[src/rtl/core/sstq_pkg.sv]
// ----------------------------------------------------------------------------
// sstq_pkg
// Types and constants shared by the sorted sleep timer queue.
// ----------------------------------------------------------------------------
package sstq_pkg;

	localparam int ID_W   = 8;
	localparam int DUR_W  = 32;
	localparam int TICK_W = 64;

	localparam int FIFO_DEPTH = 2;
	localparam int FIFO_PTR_W = 1;
	localparam int FIFO_CNT_W = 2;

	localparam logic KIND_SLEEP = 1'b0;
	localparam logic KIND_TICK  = 1'b1;

	localparam logic ST_WOKEN  = 1'b0;
	localparam logic ST_REJECT = 1'b1;

	typedef struct packed {
		logic               is_tick;
		logic [ID_W-1:0]    task_id;
		logic [DUR_W-2:0]   duration;
	} cmd_t;

	typedef struct packed {
		logic [ID_W-1:0] woken_id;
		logic            status;
		logic            last;
	} res_t;

endpackage

[src/rtl/core/sstq_ifs.sv]
// ----------------------------------------------------------------------------
// sstq_ifs
// Request and result channels of the sorted sleep timer queue.
// ----------------------------------------------------------------------------
interface sstq_req_if;
	logic                              valid;
	logic                              ready;
	logic                              kind;
	logic [sstq_pkg::ID_W-1:0]         task_id;
	logic signed [sstq_pkg::DUR_W-1:0] duration;

	modport source (output valid, output kind, output task_id, output duration, input ready);
	modport sink (input valid, input kind, input task_id, input duration, output ready);
endinterface

interface sstq_res_if;
	logic                      valid;
	logic                      ready;
	logic [sstq_pkg::ID_W-1:0] woken_id;
	logic                      status;
	logic                      last;

	modport source (output valid, output woken_id, output status, output last, input ready);
	modport sink (input valid, input woken_id, input status, input last, output ready);
endinterface

[src/rtl/core/sstq_front.sv]
// ----------------------------------------------------------------------------
// sstq_front
// Accepts requests, drops sleeps with no positive duration and queues the
// rest as commands for the back end.
// ----------------------------------------------------------------------------
module sstq_front (
	input  logic            clk,
	input  logic            arst_n,
	sstq_req_if.sink        req,
	output logic            cmd_valid,
	input  logic            cmd_ready,
	output sstq_pkg::cmd_t  cmd
);

	sstq_pkg::cmd_t                         fifo_q [sstq_pkg::FIFO_DEPTH];
	logic [sstq_pkg::FIFO_PTR_W-1:0]        wr_ptr_q;
	logic [sstq_pkg::FIFO_PTR_W-1:0]        rd_ptr_q;
	logic [sstq_pkg::FIFO_CNT_W-1:0]        cnt_q;
	sstq_pkg::cmd_t                         new_cmd;
	logic                                   keep;
	logic                                   push;
	logic                                   pop;

	assign req.ready = (cnt_q != sstq_pkg::FIFO_CNT_W'(sstq_pkg::FIFO_DEPTH));
	assign keep      = (req.kind == sstq_pkg::KIND_TICK) ||
	                   ((req.duration != '0) && !req.duration[sstq_pkg::DUR_W-1]);
	assign push      = req.valid && req.ready && keep;
	assign cmd_valid = (cnt_q != '0);
	assign pop       = cmd_valid && cmd_ready;
	assign cmd       = fifo_q[rd_ptr_q];

	always_comb begin
		new_cmd.is_tick  = (req.kind == sstq_pkg::KIND_TICK);
		new_cmd.task_id  = req.task_id;
		new_cmd.duration = req.duration[sstq_pkg::DUR_W-2:0];
	end

	always_ff @(posedge clk) begin
		if (push) begin
			fifo_q[wr_ptr_q] <= new_cmd;
		end
	end

	always_ff @(posedge clk or negedge arst_n) begin
		if (!arst_n) begin
			wr_ptr_q <= '0;
			rd_ptr_q <= '0;
			cnt_q    <= '0;
		end else begin
			if (push) begin
				wr_ptr_q <= wr_ptr_q + sstq_pkg::FIFO_PTR_W'(1);
			end
			if (pop) begin
				rd_ptr_q <= rd_ptr_q + sstq_pkg::FIFO_PTR_W'(1);
			end
			case ({push, pop})
				2'b10:   cnt_q <= cnt_q + sstq_pkg::FIFO_CNT_W'(1);
				2'b01:   cnt_q <= cnt_q - sstq_pkg::FIFO_CNT_W'(1);
				default: cnt_q <= cnt_q;
			endcase
		end
	end

endmodule

[src/rtl/core/sstq_back.sv]
// ----------------------------------------------------------------------------
// sstq_back
// Keeps the tick count and the sorted store of sleeping tasks. Inserts sleeps
// in one shift step; pops due tasks on a tick, one per cycle when not stalled.
// ----------------------------------------------------------------------------
module sstq_back #(
	parameter int QUEUE_DEPTH = 16
) (
	input  logic            clk,
	input  logic            arst_n,
	input  logic            cmd_valid,
	output logic            cmd_ready,
	input  sstq_pkg::cmd_t  cmd,
	sstq_res_if.source      res
);

	localparam int CNT_W = $clog2(QUEUE_DEPTH + 1);

	typedef enum logic [1:0] {
		S_IDLE,
		S_INSERT,
		S_POP
	} state_t;

	state_t                          state_q;
	logic [CNT_W-1:0]                count_q;
	logic [sstq_pkg::TICK_W-1:0]     tick_q;
	logic [sstq_pkg::TICK_W-1:0]     wake_new_q;
	logic [sstq_pkg::ID_W-1:0]       id_new_q;
	logic                            out_valid_q;
	sstq_pkg::res_t                  res_q;

	logic [sstq_pkg::TICK_W-1:0]     wake_q [QUEUE_DEPTH];
	logic [sstq_pkg::ID_W-1:0]       task_q [QUEUE_DEPTH];
	logic [sstq_pkg::TICK_W-1:0]     prev_wake_w [QUEUE_DEPTH];
	logic [sstq_pkg::ID_W-1:0]       prev_task_w [QUEUE_DEPTH];
	logic [sstq_pkg::TICK_W-1:0]     next_wake_w [QUEUE_DEPTH];
	logic [sstq_pkg::ID_W-1:0]       next_task_w [QUEUE_DEPTH];
	logic [QUEUE_DEPTH-1:0]          move;
	logic [QUEUE_DEPTH-1:0]          from_prev;

	logic                            out_free;
	logic                            full;
	logic                            head_due;
	logic                            next_due;
	logic                            pop_fire;
	logic                            cmd_fire;

	assign out_free  = !out_valid_q || res.ready;
	assign full      = (count_q == CNT_W'(QUEUE_DEPTH));
	assign head_due  = (count_q != '0) && (wake_q[0] <= tick_q);
	assign pop_fire  = (state_q == S_POP) && head_due && out_free;
	assign cmd_ready = (state_q == S_IDLE) && (cmd.is_tick || !full || out_free);
	assign cmd_fire  = cmd_valid && cmd_ready;

	generate
		if (QUEUE_DEPTH > 1) begin : g_next_due
			assign next_due = (count_q > CNT_W'(1)) && (wake_q[1] <= tick_q);
		end else begin : g_no_next_due
			assign next_due = 1'b0;
		end
	endgenerate

	generate
		for (genvar i = 0; i < QUEUE_DEPTH; i++) begin : g_cell
			assign move[i] = (CNT_W'(i) < count_q) && (wake_q[i] > wake_new_q);

			if (i == 0) begin : g_first
				assign from_prev[i]   = 1'b0;
				assign prev_wake_w[i] = wake_new_q;
				assign prev_task_w[i] = id_new_q;
			end else begin : g_mid
				assign from_prev[i]   = move[i-1];
				assign prev_wake_w[i] = wake_q[i-1];
				assign prev_task_w[i] = task_q[i-1];
			end

			if (i == QUEUE_DEPTH - 1) begin : g_tail
				assign next_wake_w[i] = wake_q[i];
				assign next_task_w[i] = task_q[i];
			end else begin : g_body
				assign next_wake_w[i] = wake_q[i+1];
				assign next_task_w[i] = task_q[i+1];
			end

			always_ff @(posedge clk) begin
				if (state_q == S_INSERT) begin
					if (from_prev[i]) begin
						wake_q[i] <= prev_wake_w[i];
						task_q[i] <= prev_task_w[i];
					end else if (move[i] || (count_q == CNT_W'(i))) begin
						wake_q[i] <= wake_new_q;
						task_q[i] <= id_new_q;
					end
				end else if (pop_fire) begin
					wake_q[i] <= next_wake_w[i];
					task_q[i] <= next_task_w[i];
				end
			end
		end
	endgenerate

	always_ff @(posedge clk or negedge arst_n) begin
		if (!arst_n) begin
			state_q     <= S_IDLE;
			count_q     <= '0;
			tick_q      <= '0;
			wake_new_q  <= '0;
			id_new_q    <= '0;
			out_valid_q <= 1'b0;
			res_q       <= '0;
		end else begin
			if (out_valid_q && res.ready) begin
				out_valid_q <= 1'b0;
			end
			case (state_q)
				S_IDLE: begin
					if (cmd_fire) begin
						if (cmd.is_tick) begin
							tick_q  <= tick_q + sstq_pkg::TICK_W'(1);
							state_q <= S_POP;
						end else if (full) begin
							out_valid_q    <= 1'b1;
							res_q.woken_id <= cmd.task_id;
							res_q.status   <= sstq_pkg::ST_REJECT;
							res_q.last     <= 1'b1;
						end else begin
							wake_new_q <= tick_q + sstq_pkg::TICK_W'(cmd.duration);
							id_new_q   <= cmd.task_id;
							state_q    <= S_INSERT;
						end
					end
				end
				S_INSERT: begin
					count_q <= count_q + CNT_W'(1);
					state_q <= S_IDLE;
				end
				S_POP: begin
					if (!head_due) begin
						state_q <= S_IDLE;
					end else if (out_free) begin
						out_valid_q    <= 1'b1;
						res_q.woken_id <= task_q[0];
						res_q.status   <= sstq_pkg::ST_WOKEN;
						res_q.last     <= !next_due;
						count_q        <= count_q - CNT_W'(1);
						if (!next_due) begin
							state_q <= S_IDLE;
						end
					end
				end
				default: begin
					state_q <= S_IDLE;
				end
			endcase
		end
	end

	assign res.valid    = out_valid_q;
	assign res.woken_id = res_q.woken_id;
	assign res.status   = res_q.status;
	assign res.last     = res_q.last;

endmodule

[src/rtl/core/sorted_sleep_timer_queue_core.sv]
// ----------------------------------------------------------------------------
// sorted_sleep_timer_queue_core
// Sorted sleep timer queue: a tick counter and a wakeup-ordered task store.
// ----------------------------------------------------------------------------
// A request is either a sleep (task id and signed duration) or a tick. A sleep
// with zero or negative duration is dropped in the front end and takes no
// back-end time; any other sleep is handled in the back end as a wakeup sum,
// then one parallel shift-insert into the sorted store, or as one rejection
// result when all QUEUE_DEPTH entries are in use. A tick increments the tick
// count, then the store pops each task that falls due into the result
// register, one entry per cycle while the result side is free, earliest
// first, with last set on the final one. A two-entry command queue lets
// requests keep arriving while the back end works or the result side stalls.
// ----------------------------------------------------------------------------
module sorted_sleep_timer_queue_core #(
	parameter int QUEUE_DEPTH = 16
) (
	input  logic        clk,
	input  logic        arst_n,
	sstq_req_if.sink    req,
	sstq_res_if.source  res
);

	logic            cmd_valid;
	logic            cmd_ready;
	sstq_pkg::cmd_t  cmd;

	sstq_front u_front (
		.clk       (clk),
		.arst_n    (arst_n),
		.req       (req),
		.cmd_valid (cmd_valid),
		.cmd_ready (cmd_ready),
		.cmd       (cmd)
	);

	sstq_back #(
		.QUEUE_DEPTH (QUEUE_DEPTH)
	) u_back (
		.clk       (clk),
		.arst_n    (arst_n),
		.cmd_valid (cmd_valid),
		.cmd_ready (cmd_ready),
		.cmd       (cmd),
		.res       (res)
	);

endmodule
[src/flat_wrapper.sv]
// flat-port wrapper written by rule: the top's interface ports become plain ports
module sorted_sleep_timer_queue_core_flat 
#(
	parameter int QUEUE_DEPTH = 16
)
  (clk, arst_n, req_valid, req_kind, req_task_id, req_duration, req_ready, res_valid, res_woken_id, res_status, res_last, res_ready);
  sstq_req_if req_i ();
  sstq_res_if res_i ();
  input  logic clk;
  input  logic arst_n;
  input wire logic [$bits(req_i.valid)-1:0] req_valid;
  input wire logic [$bits(req_i.kind)-1:0] req_kind;
  input wire logic [$bits(req_i.task_id)-1:0] req_task_id;
  input wire logic [$bits(req_i.duration)-1:0] req_duration;
  output wire logic [$bits(req_i.ready)-1:0] req_ready;
  output wire logic [$bits(res_i.valid)-1:0] res_valid;
  output wire logic [$bits(res_i.woken_id)-1:0] res_woken_id;
  output wire logic [$bits(res_i.status)-1:0] res_status;
  output wire logic [$bits(res_i.last)-1:0] res_last;
  input wire logic [$bits(res_i.ready)-1:0] res_ready;
  assign req_i.valid = req_valid;
  assign req_i.kind = req_kind;
  assign req_i.task_id = req_task_id;
  assign req_i.duration = req_duration;
  assign req_ready = req_i.ready;
  assign res_valid = res_i.valid;
  assign res_woken_id = res_i.woken_id;
  assign res_status = res_i.status;
  assign res_last = res_i.last;
  assign res_i.ready = res_ready;
  sorted_sleep_timer_queue_core #(.QUEUE_DEPTH(QUEUE_DEPTH)) u_core (.clk(clk), .arst_n(arst_n), .req(req_i), .res(res_i));
endmodule
[config.mk]
export PLATFORM = sky130hd
export DESIGN_NAME = sorted_sleep_timer_queue_core_flat
export DESIGN_NICKNAME = d
export VERILOG_FILES = /design/src/rtl/core/sstq_pkg.sv /design/src/rtl/core/sstq_ifs.sv /design/src/rtl/core/sstq_front.sv /design/src/rtl/core/sstq_back.sv /design/src/rtl/core/sorted_sleep_timer_queue_core.sv /design/src/flat_wrapper.sv
export SDC_FILE = /design/constraint.sdc
export NUM_CORES = 2
export LEC_CHECK = 0
export ABC_AREA = 1
export BUFFER_PORTS_ARGS = -buffer_cell sky130_fd_sc_hd__buf_2
export CELL_PAD_IN_SITES_DETAIL_PLACEMENT = 1
export CELL_PAD_IN_SITES_GLOBAL_PLACEMENT = 1
export CORE_ASPECT_RATIO = 0.5
export CORE_MARGIN = 3
export CORE_UTILIZATION = 44
export DETAILED_ROUTE_END_ITERATION = 12
export HOLD_SLACK_MARGIN = 0.1
export PLACE_DENSITY = 0.88
export SETUP_SLACK_MARGIN = 0.15
export SYNTH_ARGS = -nofsm -noshare
export SYNTH_HDL_FRONTEND = slang
export SYNTH_HIERARCHICAL = 1
export SYNTH_SLANG_ARGS = --single-unit
[constraint.sdc]
create_clock -name clk -period 8.3 [get_ports clk]
set_input_delay 2.49 -clock clk [delete_from_list [all_inputs] [get_ports clk]]
set_output_delay 2.49 -clock clk [all_outputs]
set_load 0.05 [all_outputs]
; ---- Word-level counts from Yosys, hierarchy flattened
; Memories as Yosys holds them, arrays and structs flattened.
; Cells that the tools add are included.
[classes]
n_eq_ne = 29
mux = 199
addsub = 8
n_lt_le_gt_ge = 35
reduce_logical = 63
bitwise = 64
[ops]
columns = cell, n
row1 = two-way mux 64 bit, 31
row2 = > comparator 64 bit, 16
row3 = two-way mux 8 bit, 31
row4 = <= comparator 64 bit, 2
row5 = two-way mux 1 bit, 119
row6 = "adder 64 x 1 -> 64 bit, second input constant", 1
row7 = adder 64 x 31 -> 64 bit, 1
row8 = OR 1 bit, 62
row9 = two-way mux 10 bit, 5
row10 = "== test 5 x 4 -> 1 bit, second input constant", 8
row11 = "< comparator 4 x 5 -> 1 bit, first input constant", 8
row12 = nonzero test 32 bit, 1
row13 = logical AND 1 bit, 26
row14 = "== test 5 x 3 -> 1 bit, second input constant", 4
row15 = logical OR 1 bit, 20
row16 = "< comparator 3 x 5 -> 1 bit, first input constant", 4
row17 = case mux 10 bit (2 select lines), 1
row18 = two-way mux 2 bit, 6
row19 = "== test 5 x 2 -> 1 bit, second input constant", 2
row20 = "< comparator 1 x 5 -> 1 bit, first input constant", 2
row21 = "< comparator 2 x 5 -> 1 bit, first input constant", 2
row22 = two-way mux 5 bit, 2
row23 = "!= test 2 bit, second input constant", 5
row24 = case mux 5 bit (2 select lines), 1
row25 = 23 further kinds, 38
[totals]
elab_cells = 413
reg_bits = 158
mem_bits_rw = 1232
n_memories = 3
out_inout_bits = 12
[mem_list]
columns = memory, depth, word_bits, rd, rd_ports_with_merged_regs, wr, line
row1 = u_core.u_back.wake_q, 16, 64, 16, 0, 16, sstq_back.sv:33  ; logic [sstq_pkg::TICK_W-1:0] wake_q [QUEUE_DEPTH];
row2 = u_core.u_back.task_q, 16, 8, 16, 0, 16, sstq_back.sv:34  ; logic [sstq_pkg::ID_W-1:0] task_q [QUEUE_DEPTH];
row3 = u_core.u_front.fifo_q, 2, 40, 1, 0, 1, sstq_front.sv:15  ; sstq_pkg::cmd_t fifo_q [sstq_pkg::FIFO_DEPTH];

; ---- Depth between registers and ports, before layout
; An unclocked memory read counts as a cell.
[logic_depth]
ltp_word = 10
depth_mapped = 24
ltp_nobuf = 22

; ---- By module
; The synthesis kept the hierarchy.
[by_module_without_submodules]
columns = module, seq_area_each_um2, instances, area_per_inst_um2, cells_per_inst
row1 = sstq_back, 38446.9, 1, 102587.1, 13639
row2 = sstq_front, 2502.4, 1, 3244.4, 268

; ---- Least setup slack after synthesis
; OpenSTA, ideal clock, no wires.
[synth_timing]
kind = register -> register
start = register u_core/u_back/wake_new_q[31] (netlist bit)
end = memory u_core/u_back/task_q[1][56] (netlist bit), enable pin
path_buffers = 1
setup_slack_ns = 0.450
setup_ns = 0.601
stages_incl_launch_ff = 14
required_time_ns = 7.699
t_arrival_ns = 7.248
cell_sequence = dfrtp_1 -> inv_1 -> clkbuf_1 -> ha_1 -> nand2_1 -> nor2_1 -> nand2_1 -> nor4_1 -> nand2_1 -> nand2_1 -> nand2_1 -> nand2_1 -> nand2_1 -> o21ai_0
[synth_rtl]
columns = element, line
row1 = start: declaration, sstq_back.sv:28  ; logic [sstq_pkg::TICK_W-1:0] wake_new_q;
row2 = start signal: assignment, sstq_back.sv:128  ; wake_new_q <= tick_q + sstq_pkg::TICK_W'(cmd.duration);
row3 = end: declaration, sstq_back.sv:34

==> results.yml <==
outcome:
  status: "completed"
route:
  drtIter0Drc: 12055
  detail-route-antenna-nets: 0
  post-route-drc-count: 0
  drt_first_pass_iters: 6
  routedWlPerCell_um: 25.58
  wl_mm: 431.5
  viasPerCell: 6.309
  vias: 106446
die:
  die_area_um2: 246800
  core_region_area_um2: 237600
  ioPinCount: 57
  fp-row-count: 126
  die_w_um: 699.6
  dieHeight_um: 352.8
  start_util_pct: 44.55
yosys:
  synth_most_common_cell: "nand2_1"
  synth.distinct_cells: 49
  async_flop_share_pct: 11.37
  synth_area_leaders: "edfxtp_1 35%, nand3_1 14%, ha_1 14%"
  synth_ff_type: "edfxtp_1"
  synth_cells: 13907
  yosys.area.top_type: "edfxtp_1"
  synthesis.nets: 15143
  ys_warn_count: 6
  synth_seq_cells: 1390
  syn_avg_cell_area_um2: 7.610
  ys_seq_area_share_pct: 38.69
  synth_area_um2: 105800
  synth-edff-count: 1232
  yosysTopAreaCellShare_pct: 34.96
  synthTopCellsByCount: "3928 x nand2_1, 3011 x nand3_1, 1408 x inv_1"
setup_path:
  cp_max_fo: 40
  worst-setup-path-type: "reg2reg"
  arrival_ns: 6.70
  crit_path_max_incr_delay_ns: 1.05
  crit_path_end_kind: "flop"
  crit_path_top_delay_cell: "nor4_1"
  crit_path_frequent_cell: "nand2_1"
  crit_required_ns: 8.76
  path_cells: "inv_1 -> buf_4 -> ha_1 -> nand2_1 -> nor4_1 -> nand2_1 -> nand2_1 -> nand2_1 -> nand2_1 -> nand2_1 -> nand2_1 -> nand2_1 -> nand2_2 -> nand2_2 -> o21ai_4 -> buf_4"
  start_kind: "flop"
timing:
  worst_slew_pin_slew_ns: 1.425
  fin_skew_ns: 0.04547
  finalSetupViolCount: 0
  max_freq_mhz: 160.0
  period_needed_ns: 6.249
  rsz0062_at_grt: "false"
  slew_headroom_pct: 4.895
  hold_viol_final: 0
  setup_tns_ns: 0
  period_share_pct: 75.29
  finalMaxSlewViolations: 0
clock_network:
  cts_setup_buffers: 0
  cts_buffers: 155
  cts.repair.resized: 0
  clkTransAtPathRegs_ns: 0.07
  cts_max_level: 4
  clk-insertion-delay-late_ns: 0.84
  cts-root-buf: "clkbuf_16"
  ctsHoldBuffers: 0
  cts_tree: "yes"
  clock_path_buffers: 4
  numClockSinks: 1390
global_route:
  grt_usage_pct: 33.76
  antenna_found_initial: 7
  grt_pass1_wl_mm: 653.3
  grt_pass1_vias: 108489
  grt-ovfl-total: 0
  grt_max_degree: 215
place:
  post-place-cells: 16597
  dp_hpwl_mm: 305.5
  port_buffers: 56
  place_congestion: 1.031
pwr:
  power_uw: 54610
  clock_power_share_pct: 13.1
  p_per_area_nw_per_um2: 479.9
  peakVddDrop_v: 0.0005875
  internal-power_uw: 26000
  switching_share_pct: 52.39
  switchingPower_uw: 28610
  combPwrFrac_pct: 56.6
  leakage_uw: 0.05284
  sequentialPowerShare_pct: 30.3
hold_path:
  hold_path.class: "reg2reg"
layout:
  drive_above_1_share_pct: 4.134
  area_growth_pct: 7.522
  fill_cells: 29438
  instances_no_fill: 16871
  nets: 14791
flow_run:
  drv_cap: 0
## flip-flops by register name, summed over array words and instances, names as in the netlist
| signal | cells |
|---|---|
| u_core/u_front/cnt_q | 2 |
| u_core/u_back/wake_q | 1024 |
| u_core/u_back/id_new_q | 8 |
| u_core/u_back/state_q | 2 |
| u_core/u_back/res.valid | 1 |
| u_core/u_back/count_q | 5 |
| u_core/u_front/fifo_q | 80 |
| u_core/u_back/tick_q | 64 |
| u_core/u_back/res.status | 1 |
| u_core/u_back/wake_new_q | 64 |
| u_core/u_back/res.woken_id | 8 |
| u_core/u_back/res.last | 1 |
| u_core/u_back/task_q | 128 |
| u_core/u_front/rd_ptr_q | 1 |
| u_core/u_front/wr_ptr_q | 1 |
## cells by family after synthesis
group | share of synthesized area (%)
AND/OR/NAND/NOR | 32.31
XOR/XNOR | 0.8855
adder cells (fa/ha/maj) | 14.09
buffers and inverters | 8.111
flip-flops | 38.69
AO/OA/AOI/OAI | 5.911
## power groups by stage
stage / combinational [uW] / clock [uW] / sequential [uW]
5_1_grt: 34100 / 7480 / 16700
3_3_place_gp: 27500 / 0 / 16400
4_1_cts: 30100 / 7210 / 16400
3_5_place_dp: 29700 / 0 / 16400
2_1_floorplan: 19800 / 0 / 15400
6_report: 30900 / 7160 / 16500
## critical path, delay by kind of cell (launching register included)
kind | cells | cell delay [ns]
buffers and inverters | 3 | 1.40
AOI/OAI and AO/OA | 1 | 0.24
DFF | 1 | 0.62
adders and majority gates | 1 | 0.33
and+or+nand+nor | 11 | 3.21
## final timing paths
kind                       cells past startpoint                             to                           from  slack (ns)
setup / recovery                              16    u_core/u_back/task_q[1][58]   u_core/u_back/wake_new_q[11]        2.05
hold / removal                                 2  u_core/u_back/res.woken_id[7]  u_core/u_back/res.woken_id[7]        0.48
setup reg to reg                              16    u_core/u_back/task_q[1][58]   u_core/u_back/wake_new_q[11]        2.05
hold reg to reg                                2  u_core/u_back/res.woken_id[7]  u_core/u_back/res.woken_id[7]        0.48
max in group asynchronous                      2    u_core/u_back/wake_new_q[5]                         arst_n        5.33
min in group asynchronous                      1  u_core/u_back/res.woken_id[4]                         arst_n        1.71
## area by class of cell
class	instances	area, um2	share of cell area [%]
Antenna cell	3	7.507	0.006597
Multi-Input combinational cell	10329	56470	49.63
Clock inverter	65	609.3	0.5355
Sequential cell	1390	40950	35.99
Timing Repair Buffer	262	2136	1.877
Tap cell	3200	4004	3.519
Inverter	1417	5334	4.687
Clock buffer	205	4282	3.763
## layout by cell type (no fill, tap or decap), types with 33 or more instances in the layout
master     synthesis  final
nand4_1          191    191
nor3_1           134    134
buf_4             37    181
ha_1            1190   1190
inv_1           1408   1405
clkbuf_1         548     33
o21a_1            46     46
dfrtp_1          158    158
a21oi_1          642    641
o21ai_0          394    393
nand3_1         3011   3010
clkbuf_16          0    159
nor2_1           502    500
buf_2            153     55
edfxtp_1        1232   1232
nand2_2           20     33
xor2_1            90     90
nand2_1         3928   3912
## through the flow
step	setup WS (ns)	area [um2]	hold slack, ns	utilization, %
floorplan	0.4502	105800	0.4543	-
global placement	2.407	108900	0.4668	45.83
detailed placement	2.318	108900	0.4682	45.83
CTS	2.310	113800	0.4859	47.89
global route	1.898	113800	0.5013	47.89
finish	2.051	113800	0.4803	47.90
## metal layers
layer	track usage (%)	vias up	wire length [um]
li1	-	46420	-
met1	44.52	53244	173300
met2	51.82	5622	188700
met3	7.664	1152	44320
met4	17.49	8	25060
met5	0.3462	-	163
Note: power is estimated with default switching activity, not from simulation.
